## config.mk

```make
export PLATFORM = sky130hd
export DESIGN_NAME = debounced_argmax_class_selector_top_flat
export DESIGN_NICKNAME = d
export VERILOG_FILES = /design/src/sv/dasc_pkg.sv /design/src/sv/dasc_if.sv /design/src/sv/debounced_argmax_class_selector_top.sv /design/src/sv/dasc_argmax_lane.sv /design/src/sv/dasc_merge.sv /design/src/flat_wrapper.sv
export SDC_FILE = /design/constraint.sdc
export NUM_CORES = 1
export LEC_CHECK = 0
export BUFFER_PORTS_ARGS = -buffer_cell sky130_fd_sc_hd__buf_2
export CORE_MARGIN = 4
export CORE_UTILIZATION = 50
export DETAILED_ROUTE_END_ITERATION = 12
export PLACE_DENSITY_LB_ADDON = 0.08
export SLEW_MARGIN = 10
export SYNTH_ARGS = -nofsm -noshare
export SYNTH_HDL_FRONTEND = slang
export SYNTH_SLANG_ARGS = --single-unit
```

## constraint.sdc

```tcl
create_clock -name clock -period 12.2 [get_ports clock]
set_input_delay 2.44 -clock clock [delete_from_list [all_inputs] [get_ports clock]]
set_output_delay 2.44 -clock clock [all_outputs]
set_load 0.03 [all_outputs]
```

## src/sv/dasc_pkg.sv

```systemverilog
// dasc_pkg: shared types and constants of the debounced argmax class selector
// no dependencies; used by the interfaces, the lanes, the merge stage and the top level

package dasc_pkg;

   localparam int SCORE_W     = 16;    // width of a score field on the ports
   localparam int CLASS_W     = 3;     // width of a class index
   localparam int THRESH_W    = 8;     // width of a threshold and of an agree counter
   localparam int NUM_REGS    = 7;     // threshold registers, one per class
   localparam int CSR_IDX_W   = 3;     // register index width on the csr port
   localparam int CLASS_CAP   = 7;     // classes at this position or beyond are ignored

   localparam logic [CLASS_W-1:0]  POS_MAX      = 3'd7;
   localparam logic [THRESH_W-1:0] THRESH_RESET = 8'd5;

   // final argmax of both lanes at frame end
   typedef struct packed {
      logic [CLASS_W-1:0] primary_idx;
      logic [CLASS_W-1:0] rotated_idx;
   } frame_sum_type;

   // one result beat
   typedef struct packed {
      logic [CLASS_W-1:0] stable_class;
      logic [CLASS_W-1:0] candidate_class;
      logic               switched;
   } result_type;

   typedef logic [THRESH_W-1:0] thresh_array_type [NUM_REGS];

endpackage

```

## src/sv/dasc_if.sv

```systemverilog
// dasc_req_if / dasc_rsp_if: valid-ready channels of the selector
// depends on dasc_pkg for payload widths

interface dasc_req_if;
   logic                         valid;
   logic                         ready;
   logic [dasc_pkg::SCORE_W-1:0] primary_score;
   logic [dasc_pkg::SCORE_W-1:0] rotated_score;
   logic                         frame_last;

   modport source (output valid, primary_score, rotated_score, frame_last, input ready);
   modport sink   (input valid, primary_score, rotated_score, frame_last, output ready);
endinterface

interface dasc_rsp_if;
   logic                         valid;
   logic                         ready;
   logic [dasc_pkg::CLASS_W-1:0] stable_class;
   logic [dasc_pkg::CLASS_W-1:0] candidate_class;
   logic                         switched;

   modport source (output valid, stable_class, candidate_class, switched, input ready);
   modport sink   (input valid, stable_class, candidate_class, switched, output ready);
endinterface

```

## src/sv/debounced_argmax_class_selector_top.sv

```systemverilog
// debounced_argmax_class_selector_top: two argmax lanes, merge stage and result register
// depends on dasc_pkg, dasc_if, dasc_argmax_lane and dasc_merge
//
// usage
// - req_bus carries one class per beat: the scores of both classifier views
//   and frame_last on the final class of a frame; classes arrive in order
// - each beat updates both running argmaxes in the cycle it is taken, so
//   req_bus takes one beat per cycle while nothing backs up
// - a frame_last beat produces one rsp_bus beat (stable class, candidate,
//   switched); other beats produce none
// - a frame_last beat loads the frame summary register; the merge then moves
//   its result into the result register, which drives rsp_bus
// - when the receiver stalls, the result waits in the result register and
//   the frame summary register still frees it for one more frame end; beats
//   keep flowing until both are full, then req_bus.ready drops
// - csr port writes a class threshold (index 0..6); other indexes are
//   dropped; write only while the block is idle
// - reset (synchronous, active high) clears the argmaxes, class position,
//   candidate, stable class, agree counters and switched, and sets every
//   threshold to 5

module debounced_argmax_class_selector_top #(
   parameter int NUM_CLASSES = 7,
   parameter int SCORE_BITS  = 16
) (
   input  logic                           clock,
   input  logic                           reset,
   dasc_req_if.sink                       req_bus,
   dasc_rsp_if.source                     rsp_bus,
   input  logic                           csr_wr_en,
   input  logic [dasc_pkg::CSR_IDX_W-1:0] csr_index,
   input  logic [dasc_pkg::THRESH_W-1:0]  csr_wdata
);

   // scores are compared at their low SCORE_BITS bits, capped by the port width
   localparam int CMP_BITS = (SCORE_BITS < dasc_pkg::SCORE_W) ? SCORE_BITS : dasc_pkg::SCORE_W;
   // classes beyond the seventh are never scored
   localparam int CLASS_LIMIT = (NUM_CLASSES < dasc_pkg::CLASS_CAP) ? NUM_CLASSES
                                                                     : dasc_pkg::CLASS_CAP;

   logic                         beat_en;
   logic                         merge_go;
   logic [dasc_pkg::CLASS_W-1:0] pos_ff, pos_in;
   logic [dasc_pkg::CLASS_W-1:0] p_idx_now, r_idx_now;

   // frame summary stage
   logic                    sum_valid_ff, sum_valid_in;
   dasc_pkg::frame_sum_type sum_ff;

   // result register
   logic                 rsp_valid_ff, rsp_valid_in;
   dasc_pkg::result_type rsp_res_ff, res_in;

   // merge may run when the result register is empty or being emptied
   assign merge_go      = sum_valid_ff && (!rsp_valid_ff || rsp_bus.ready);
   assign req_bus.ready = !sum_valid_ff || merge_go;
   assign beat_en       = req_bus.valid && req_bus.ready;

   // class position within the frame, saturating, cleared after frame end
   always_comb begin
      pos_in = pos_ff;
      if (beat_en) begin
         if (req_bus.frame_last) begin
            pos_in = '0;
         end else if (pos_ff < dasc_pkg::POS_MAX) begin
            pos_in = pos_ff + 3'd1;
         end
      end
   end

   dasc_argmax_lane #(
      .CMP_BITS    (CMP_BITS),
      .CLASS_LIMIT (CLASS_LIMIT)
   ) u_lane_primary (
      .clock        (clock),
      .reset        (reset),
      .beat_en      (beat_en),
      .frame_last   (req_bus.frame_last),
      .pos          (pos_ff),
      .score        (req_bus.primary_score),
      .best_idx_now (p_idx_now)
   );

   dasc_argmax_lane #(
      .CMP_BITS    (CMP_BITS),
      .CLASS_LIMIT (CLASS_LIMIT)
   ) u_lane_rotated (
      .clock        (clock),
      .reset        (reset),
      .beat_en      (beat_en),
      .frame_last   (req_bus.frame_last),
      .pos          (pos_ff),
      .score        (req_bus.rotated_score),
      .best_idx_now (r_idx_now)
   );

   // a frame end beat loads the summary; merge drains it
   always_comb begin
      sum_valid_in = sum_valid_ff;
      if (merge_go) begin
         sum_valid_in = 1'b0;
      end
      if (beat_en && req_bus.frame_last) begin
         sum_valid_in = 1'b1;
      end
   end

   dasc_merge #(
      .CLASS_LIMIT (CLASS_LIMIT)
   ) u_merge (
      .clock     (clock),
      .reset     (reset),
      .go        (merge_go),
      .sum       (sum_ff),
      .csr_wr_en (csr_wr_en),
      .csr_index (csr_index),
      .csr_wdata (csr_wdata),
      .res_in    (res_in)
   );

   // result register: holds a beat until the receiver takes it
   always_comb begin
      rsp_valid_in = rsp_valid_ff;
      if (merge_go) begin
         rsp_valid_in = 1'b1;
      end else if (rsp_bus.ready) begin
         rsp_valid_in = 1'b0;
      end
   end

   always_ff @(posedge clock) begin
      if (reset) begin
         pos_ff       <= '0;
         sum_valid_ff <= 1'b0;
         rsp_valid_ff <= 1'b0;
      end else begin
         pos_ff       <= pos_in;
         sum_valid_ff <= sum_valid_in;
         rsp_valid_ff <= rsp_valid_in;
      end
   end

   // payload registers, no reset
   always_ff @(posedge clock) begin
      if (beat_en && req_bus.frame_last) begin
         sum_ff <= '{primary_idx: p_idx_now, rotated_idx: r_idx_now};
      end
      if (merge_go) begin
         rsp_res_ff <= res_in;
      end
   end

   assign rsp_bus.valid           = rsp_valid_ff;
   assign rsp_bus.stable_class    = rsp_res_ff.stable_class;
   assign rsp_bus.candidate_class = rsp_res_ff.candidate_class;
   assign rsp_bus.switched        = rsp_res_ff.switched;

`ifndef SYNTHESIS
   // a switch leaves candidate and stable equal until a frame with a differing candidate arrives
   assert property (@(posedge clock) disable iff (reset)
      rsp_bus.valid && rsp_bus.switched |-> rsp_bus.stable_class == rsp_bus.candidate_class)
      else $error("switched set while stable and candidate differ");

   // the stable class is always a scored class
   assert property (@(posedge clock) disable iff (reset)
      rsp_bus.valid |-> rsp_bus.stable_class < dasc_pkg::CLASS_W'(CLASS_LIMIT))
      else $error("stable class beyond class limit");

   // a frame end beat restarts the class position
   assert property (@(posedge clock) disable iff (reset)
      beat_en && req_bus.frame_last |=> pos_ff == '0)
      else $error("class position not cleared after frame end");

   // each merge loads the result register, so every frame end beat reaches it
   assert property (@(posedge clock) disable iff (reset)
      merge_go |=> rsp_valid_ff)
      else $error("merge ran without loading a result");
`endif

endmodule

```

## src/sv/dasc_argmax_lane.sv

```systemverilog
// dasc_argmax_lane: running argmax of one classifier view over a frame
// depends on dasc_pkg

module dasc_argmax_lane #(
   parameter int CMP_BITS    = 16,
   parameter int CLASS_LIMIT = 7
) (
   input  logic                         clock,
   input  logic                         reset,
   input  logic                         beat_en,
   input  logic                         frame_last,
   input  logic [dasc_pkg::CLASS_W-1:0] pos,
   input  logic [dasc_pkg::SCORE_W-1:0] score,
   output logic [dasc_pkg::CLASS_W-1:0] best_idx_now
);

   localparam logic [dasc_pkg::CLASS_W-1:0] LIMIT = dasc_pkg::CLASS_W'(CLASS_LIMIT);

   logic [CMP_BITS-1:0]          best_score_ff, best_score_in, score_now, score_cut;
   logic [dasc_pkg::CLASS_W-1:0] best_idx_ff, best_idx_in;
   logic                         take;

   assign score_cut = score[CMP_BITS-1:0];
   // strict greater-than: earlier class keeps a tie
   assign take      = (pos < LIMIT) && (score_cut > best_score_ff);
   assign score_now    = take ? score_cut : best_score_ff;
   assign best_idx_now = take ? pos : best_idx_ff;

   always_comb begin
      best_score_in = best_score_ff;
      best_idx_in   = best_idx_ff;
      if (beat_en) begin
         if (frame_last) begin
            best_score_in = '0;
            best_idx_in   = '0;
         end else begin
            best_score_in = score_now;
            best_idx_in   = best_idx_now;
         end
      end
   end

   always_ff @(posedge clock) begin
      if (reset) begin
         best_score_ff <= '0;
         best_idx_ff   <= '0;
      end else begin
         best_score_ff <= best_score_in;
         best_idx_ff   <= best_idx_in;
      end
   end

endmodule

```

## src/sv/dasc_merge.sv

```systemverilog
// dasc_merge: agreement of both lanes, per-class debounce and threshold registers
// depends on dasc_pkg

module dasc_merge #(
   parameter int CLASS_LIMIT = 7
) (
   input  logic                           clock,
   input  logic                           reset,
   input  logic                           go,
   input  dasc_pkg::frame_sum_type        sum,
   input  logic                           csr_wr_en,
   input  logic [dasc_pkg::CSR_IDX_W-1:0] csr_index,
   input  logic [dasc_pkg::THRESH_W-1:0]  csr_wdata,
   output dasc_pkg::result_type           res_in
);

   localparam logic [dasc_pkg::CLASS_W-1:0] LIMIT = dasc_pkg::CLASS_W'(CLASS_LIMIT);
   localparam logic [dasc_pkg::CSR_IDX_W-1:0] REG_COUNT =
      dasc_pkg::CSR_IDX_W'(dasc_pkg::NUM_REGS);

   dasc_pkg::thresh_array_type   thresh_ff;
   dasc_pkg::thresh_array_type   cnt_ff, cnt_in;
   logic [dasc_pkg::CLASS_W-1:0] cand_ff, cand_in, stable_ff, stable_in;
   logic                         sw_ff, sw_in;

   always_comb begin
      cand_in   = cand_ff;
      stable_in = stable_ff;
      sw_in     = sw_ff;
      cnt_in    = cnt_ff;
      if (go) begin
         if (sum.primary_idx == sum.rotated_idx) begin
            cand_in = sum.primary_idx;
         end
         if ((cand_in < LIMIT) && (cand_in != stable_ff)) begin
            if (cnt_ff[cand_in] < thresh_ff[cand_in]) begin
               cnt_in[cand_in] = cnt_ff[cand_in] + 8'd1;
               sw_in           = 1'b0;
            end else begin
               stable_in = cand_in;
               sw_in     = 1'b1;
               for (int i = 0; i < dasc_pkg::NUM_REGS; i++) begin
                  cnt_in[i] = '0;
               end
            end
         end
      end
   end

   assign res_in = '{stable_class: stable_in, candidate_class: cand_in, switched: sw_in};

   always_ff @(posedge clock) begin
      if (reset) begin
         cand_ff   <= '0;
         stable_ff <= '0;
         sw_ff     <= 1'b0;
         for (int i = 0; i < dasc_pkg::NUM_REGS; i++) begin
            cnt_ff[i]    <= '0;
            thresh_ff[i] <= dasc_pkg::THRESH_RESET;
         end
      end else begin
         cand_ff   <= cand_in;
         stable_ff <= stable_in;
         sw_ff     <= sw_in;
         cnt_ff    <= cnt_in;
         if (csr_wr_en && (csr_index < REG_COUNT)) begin
            thresh_ff[csr_index] <= csr_wdata;
         end
      end
   end

endmodule
```

## src/flat_wrapper.sv

```systemverilog
// flat-port wrapper written by rule: the top's interface ports become plain ports
module debounced_argmax_class_selector_top_flat 
#(
   parameter int NUM_CLASSES = 7,
   parameter int SCORE_BITS  = 16
)
  (clock, reset, csr_wr_en, csr_index, csr_wdata, req_bus_valid, req_bus_primary_score, req_bus_rotated_score, req_bus_frame_last, req_bus_ready, rsp_bus_valid, rsp_bus_stable_class, rsp_bus_candidate_class, rsp_bus_switched, rsp_bus_ready);
  dasc_req_if req_bus_i ();
  dasc_rsp_if rsp_bus_i ();
  input  logic clock;
  input  logic reset;
  input  logic csr_wr_en;
  input  logic [dasc_pkg::CSR_IDX_W-1:0] csr_index;
  input  logic [dasc_pkg::THRESH_W-1:0] csr_wdata;
  input wire logic [$bits(req_bus_i.valid)-1:0] req_bus_valid;
  input wire logic [$bits(req_bus_i.primary_score)-1:0] req_bus_primary_score;
  input wire logic [$bits(req_bus_i.rotated_score)-1:0] req_bus_rotated_score;
  input wire logic [$bits(req_bus_i.frame_last)-1:0] req_bus_frame_last;
  output wire logic [$bits(req_bus_i.ready)-1:0] req_bus_ready;
  output wire logic [$bits(rsp_bus_i.valid)-1:0] rsp_bus_valid;
  output wire logic [$bits(rsp_bus_i.stable_class)-1:0] rsp_bus_stable_class;
  output wire logic [$bits(rsp_bus_i.candidate_class)-1:0] rsp_bus_candidate_class;
  output wire logic [$bits(rsp_bus_i.switched)-1:0] rsp_bus_switched;
  input wire logic [$bits(rsp_bus_i.ready)-1:0] rsp_bus_ready;
  assign req_bus_i.valid = req_bus_valid;
  assign req_bus_i.primary_score = req_bus_primary_score;
  assign req_bus_i.rotated_score = req_bus_rotated_score;
  assign req_bus_i.frame_last = req_bus_frame_last;
  assign req_bus_ready = req_bus_i.ready;
  assign rsp_bus_valid = rsp_bus_i.valid;
  assign rsp_bus_stable_class = rsp_bus_i.stable_class;
  assign rsp_bus_candidate_class = rsp_bus_i.candidate_class;
  assign rsp_bus_switched = rsp_bus_i.switched;
  assign rsp_bus_i.ready = rsp_bus_ready;
  debounced_argmax_class_selector_top #(.NUM_CLASSES(NUM_CLASSES), .SCORE_BITS(SCORE_BITS)) u_core (.clock(clock), .reset(reset), .req_bus(req_bus_i), .rsp_bus(rsp_bus_i), .csr_wr_en(csr_wr_en), .csr_index(csr_index), .csr_wdata(csr_wdata));
endmodule
```

==> summary.md <==
| Metric | Value |
|---|---|
| CTS root buffer | `clkbuf_16` |
| Yosys Warn Count | `0` |
| Sequential area share after synthesis | `46.2%` |
| Worst Path Max Fanout | `16` |
| Max-Cap Viols | `0` |
| Rel. slew slack | `40.9%` |
| Skew-Pair Late Insertion Delay | `0.43 ns` |
| Placed insts | `1208` |
| Layout Cells excl Fill | `1240` |
| H-tree depth | `4` |
| Setup repair bufs after CTS | `0` |
| Cts repair resizes | `0` |
| Count of pins over their slew limit | `0` |
| Netlist cell types | `88` |
| # fillers | `1664` |
| Post-Route Setup TNS | `0 ns` |
| Setup CP Type | `reg -> reg` |
| Std cell rows | `49` |
| First-pass GRT wire length | `40100 um` |
| DP Area | `9880 um2` |
| Synth Register Bits | `183` |
| Final Hold Fails | `0` |
| RSZ-0062 raised after global routing | `false` |
| Status | `complete, no violations` |
| GRT Overall Usage | `23.4%` |
| Synth top area share | `24.2%` |
| Share of cells above drive strength 1 | `14.6%` |
| Peak supply drop | `0.120 mV` |
| Worst-margin pin slew | `0.883 ns` |
| CP Data Required Time | `12.54 ns` |
| Die height | `145 um` |
| Fin crit share | `48.5%` |
| DP Worst Slack | `6.51 ns` |
| Layout area overhead | `11.2%` |
| Most frequent cells in the layout | `dfxtp_1 (114), nand2_1 (109), nor2_1 (77), edfxtp_1 (69)` |
| Core ar. | `18300 um2` |
| Fin Hold WS | `0.458 ns` |
| WL per Instance | `20.0 um` |
| Die area | `21100 um2` |
| Leakage power | `3.94 nW` |
| Vias in the first global route | `7354` |
| CP Capture Type | `register` |
| Routed wire length | `24800 um` |
| Number of synthesized flops with an enable pin | `69` |
| Antenna cells | `0` |
| Die width | `145 um` |
| CTS Hold Bufs | `0` |
| Post-synth ARST share | `0%` |
| Minimum clock period | `5.92 ns` |
| Clock sink count | `183` |
| Largest net degree at the start of global routing | `37` |
| Mapped Cells | `956` |
| Final nets | `1088` |
| Ys flop type | `dfxtp_1` |
| Sequential Area | `4350 um2` |
| Total grt overflow | `0` |
| # DRC | `0` |
| Routed Antenna Nets | `0` |
| 1st-iter DRT viols | `728` |
| Detailed Routing Iterations Pass 1 | `5` |
| Post-synth top area cell | `dfxtp_1` |
| Commonest non-fill, non-tap cell in the layout | `dfxtp_1` |
| CTS tree | `done` |
| Num CTS Buffers | `17` |
| Initial antenna violation count | `0` |
| Vias | `7658` |
| Final instance area | `10500 um2` |
| Area of the multi-input gates | `4670 um2` |
| RePlAce Congestion | `0.873` |
| Clock tree buffer depth | `2` |
| Initial Util | `51.6%` |
| Fmax | `169 MHz` |
| Post-synthesis cell area | `9430 um2` |
| Clock-pin slew on the worst setup and hold paths | `0.07 ns` |
| Average cell area after synthesis | `9.87 um2` |
| WP data arrival | `6.26 ns` |
| Num ports | `58` |
| Hold Path Class | `reg -> reg` |
| Ranking of synthesized cells by area | `dfxtp_1 (24%), edfxtp_1 (22%), ha_1 (5.4%)` |
| Pwr/cell area | `129 nW/um2` |
| Final setup viols | `0` |
| Layout Skew | `0.0134 ns` |
| Setup WS post-layout | `6.28 ns` |
| Vias per cell | `6.18` |
| Buffers added on ports | `57` |
| CP Launch Type | `register` |
| DP HPWL | `17200 um` |
==> sequential cells by signal, summed over array words and instances (netlist names), 3 cells and up <==
name                                 flops
u_core.u_merge.stable_ff                 3
u_core.pos_ff                            3
u_core.rsp_bus.candidate_class           3
u_core.sum_ff                            6
u_core.u_merge.cand_ff                   3
u_core.u_lane_rotated.best_score_ff     16
u_core.u_lane_rotated.best_idx_ff        3
u_core.u_merge.cnt_ff                   56
u_core.u_lane_primary.best_idx_ff        3
u_core.rsp_bus.stable_class              3
u_core.u_lane_primary.best_score_ff     16
u_core.u_merge.thresh_ff                64
==> cell families after synthesis <==
group,Yosys count,synth area share (%)
AO/OA/AOI/OAI,274,22.8
adder cells (fa/ha/maj),41,5.44
flip-flops,183,46.2
other,1,0.0397
XOR/XNOR,15,2.27
buffers and inverters,108,4.67
AND/OR/NAND/NOR,315,16.4
multiplexers,19,2.28
==> per-layer routing <==
| layer | share of wire, % | global-route usage, % | up-vias |
|---|---|---|---|
| met5 | 0 | 0 | - |
| met4 | 1.7 | 6.84 | 0 |
| li1 | - | - | 3684 |
| met1 | 46 | 33.4 | 3661 |
| met3 | 6.8 | 4.24 | 38 |
| met2 | 45 | 36.6 | 275 |
==> per-stage QoR <==
step                      total power [mW]  utilization [%]
after floorplan                      0.758                -
after global placement               0.800             54.1
after detailed placement             0.800             54.1
after CTS                             1.36             57.4
after global routing                  1.40             57.4
final                                 1.36             57.4
==> final cells by class <==
class                   instances  share of cell area [%]
well taps                     229                    2.73
repair buffers                 66                    3.36
flip-flops and latches        183                    41.5
clock inverters                14                    1.71
clock buffers                  18                    4.09
multi-input cells             672                    44.5
inverters                      58                    2.08
==> critical path: stages, from the launching register on <==
cell,delay [ns]
edfxtp_1,0.64
xor2_2,0.30
o31ai_4,0.43
nand2_1,0.52
nand2_1,0.67
nor2_1,0.08
nor4_1,0.26
o21ai_0,0.12
ha_1,0.30
a21oi_1,0.14
o21ai_0,0.22
a311o_1,0.40
a211oi_2,0.25
o221ai_2,0.22
nor2_1,0.73
nand2_1,0.31
o21ai_0,0.23
==> synth_stat cells, types with 8 or more instances <==
master and count:
mux2_2 10, o21ai_0 53, a32o_1 46, o21a_1 13, o22ai_1 14, a22o_1 13
nand3_1 13, nor2_1 77, mux2i_1 8, inv_1 58, nor3_1 26, a31oi_1 16
and2_1 19, and3_1 9, dfxtp_1 114, a221o_1 22, nand2_1 109, ha_1 41
clkbuf_1 34, edfxtp_1 69, nand4_1 9, a21oi_1 21
==> path summary, 6_finish.rpt <==
kind,startpoint,end,slack (ns),depth (start not counted)
max,u_core.sum_ff[2]$_DFFE_PP_,u_core.u_merge.cnt_ff[49]$_SDFFE_PP0P_,6.28,16
min,u_core.u_merge.cnt_ff[8]$_SDFFE_PP0P_,u_core.u_merge.cnt_ff[8]$_SDFFE_PP0P_,0.46,2
max reg2reg,u_core.sum_ff[2]$_DFFE_PP_,u_core.u_merge.cnt_ff[49]$_SDFFE_PP0P_,6.28,16
min reg2reg,u_core.u_merge.cnt_ff[8]$_SDFFE_PP0P_,u_core.u_merge.cnt_ff[8]$_SDFFE_PP0P_,0.46,2
==> report_power, final <==
group	total [mW]	switching [mW]	internal, mW
Combinational	0.124	0.0801	0.0438
Clock	0.569	0.258	0.311
Sequential	0.663	0.0109	0.652
No activity file was read; power rests on OpenSTA's default activity.
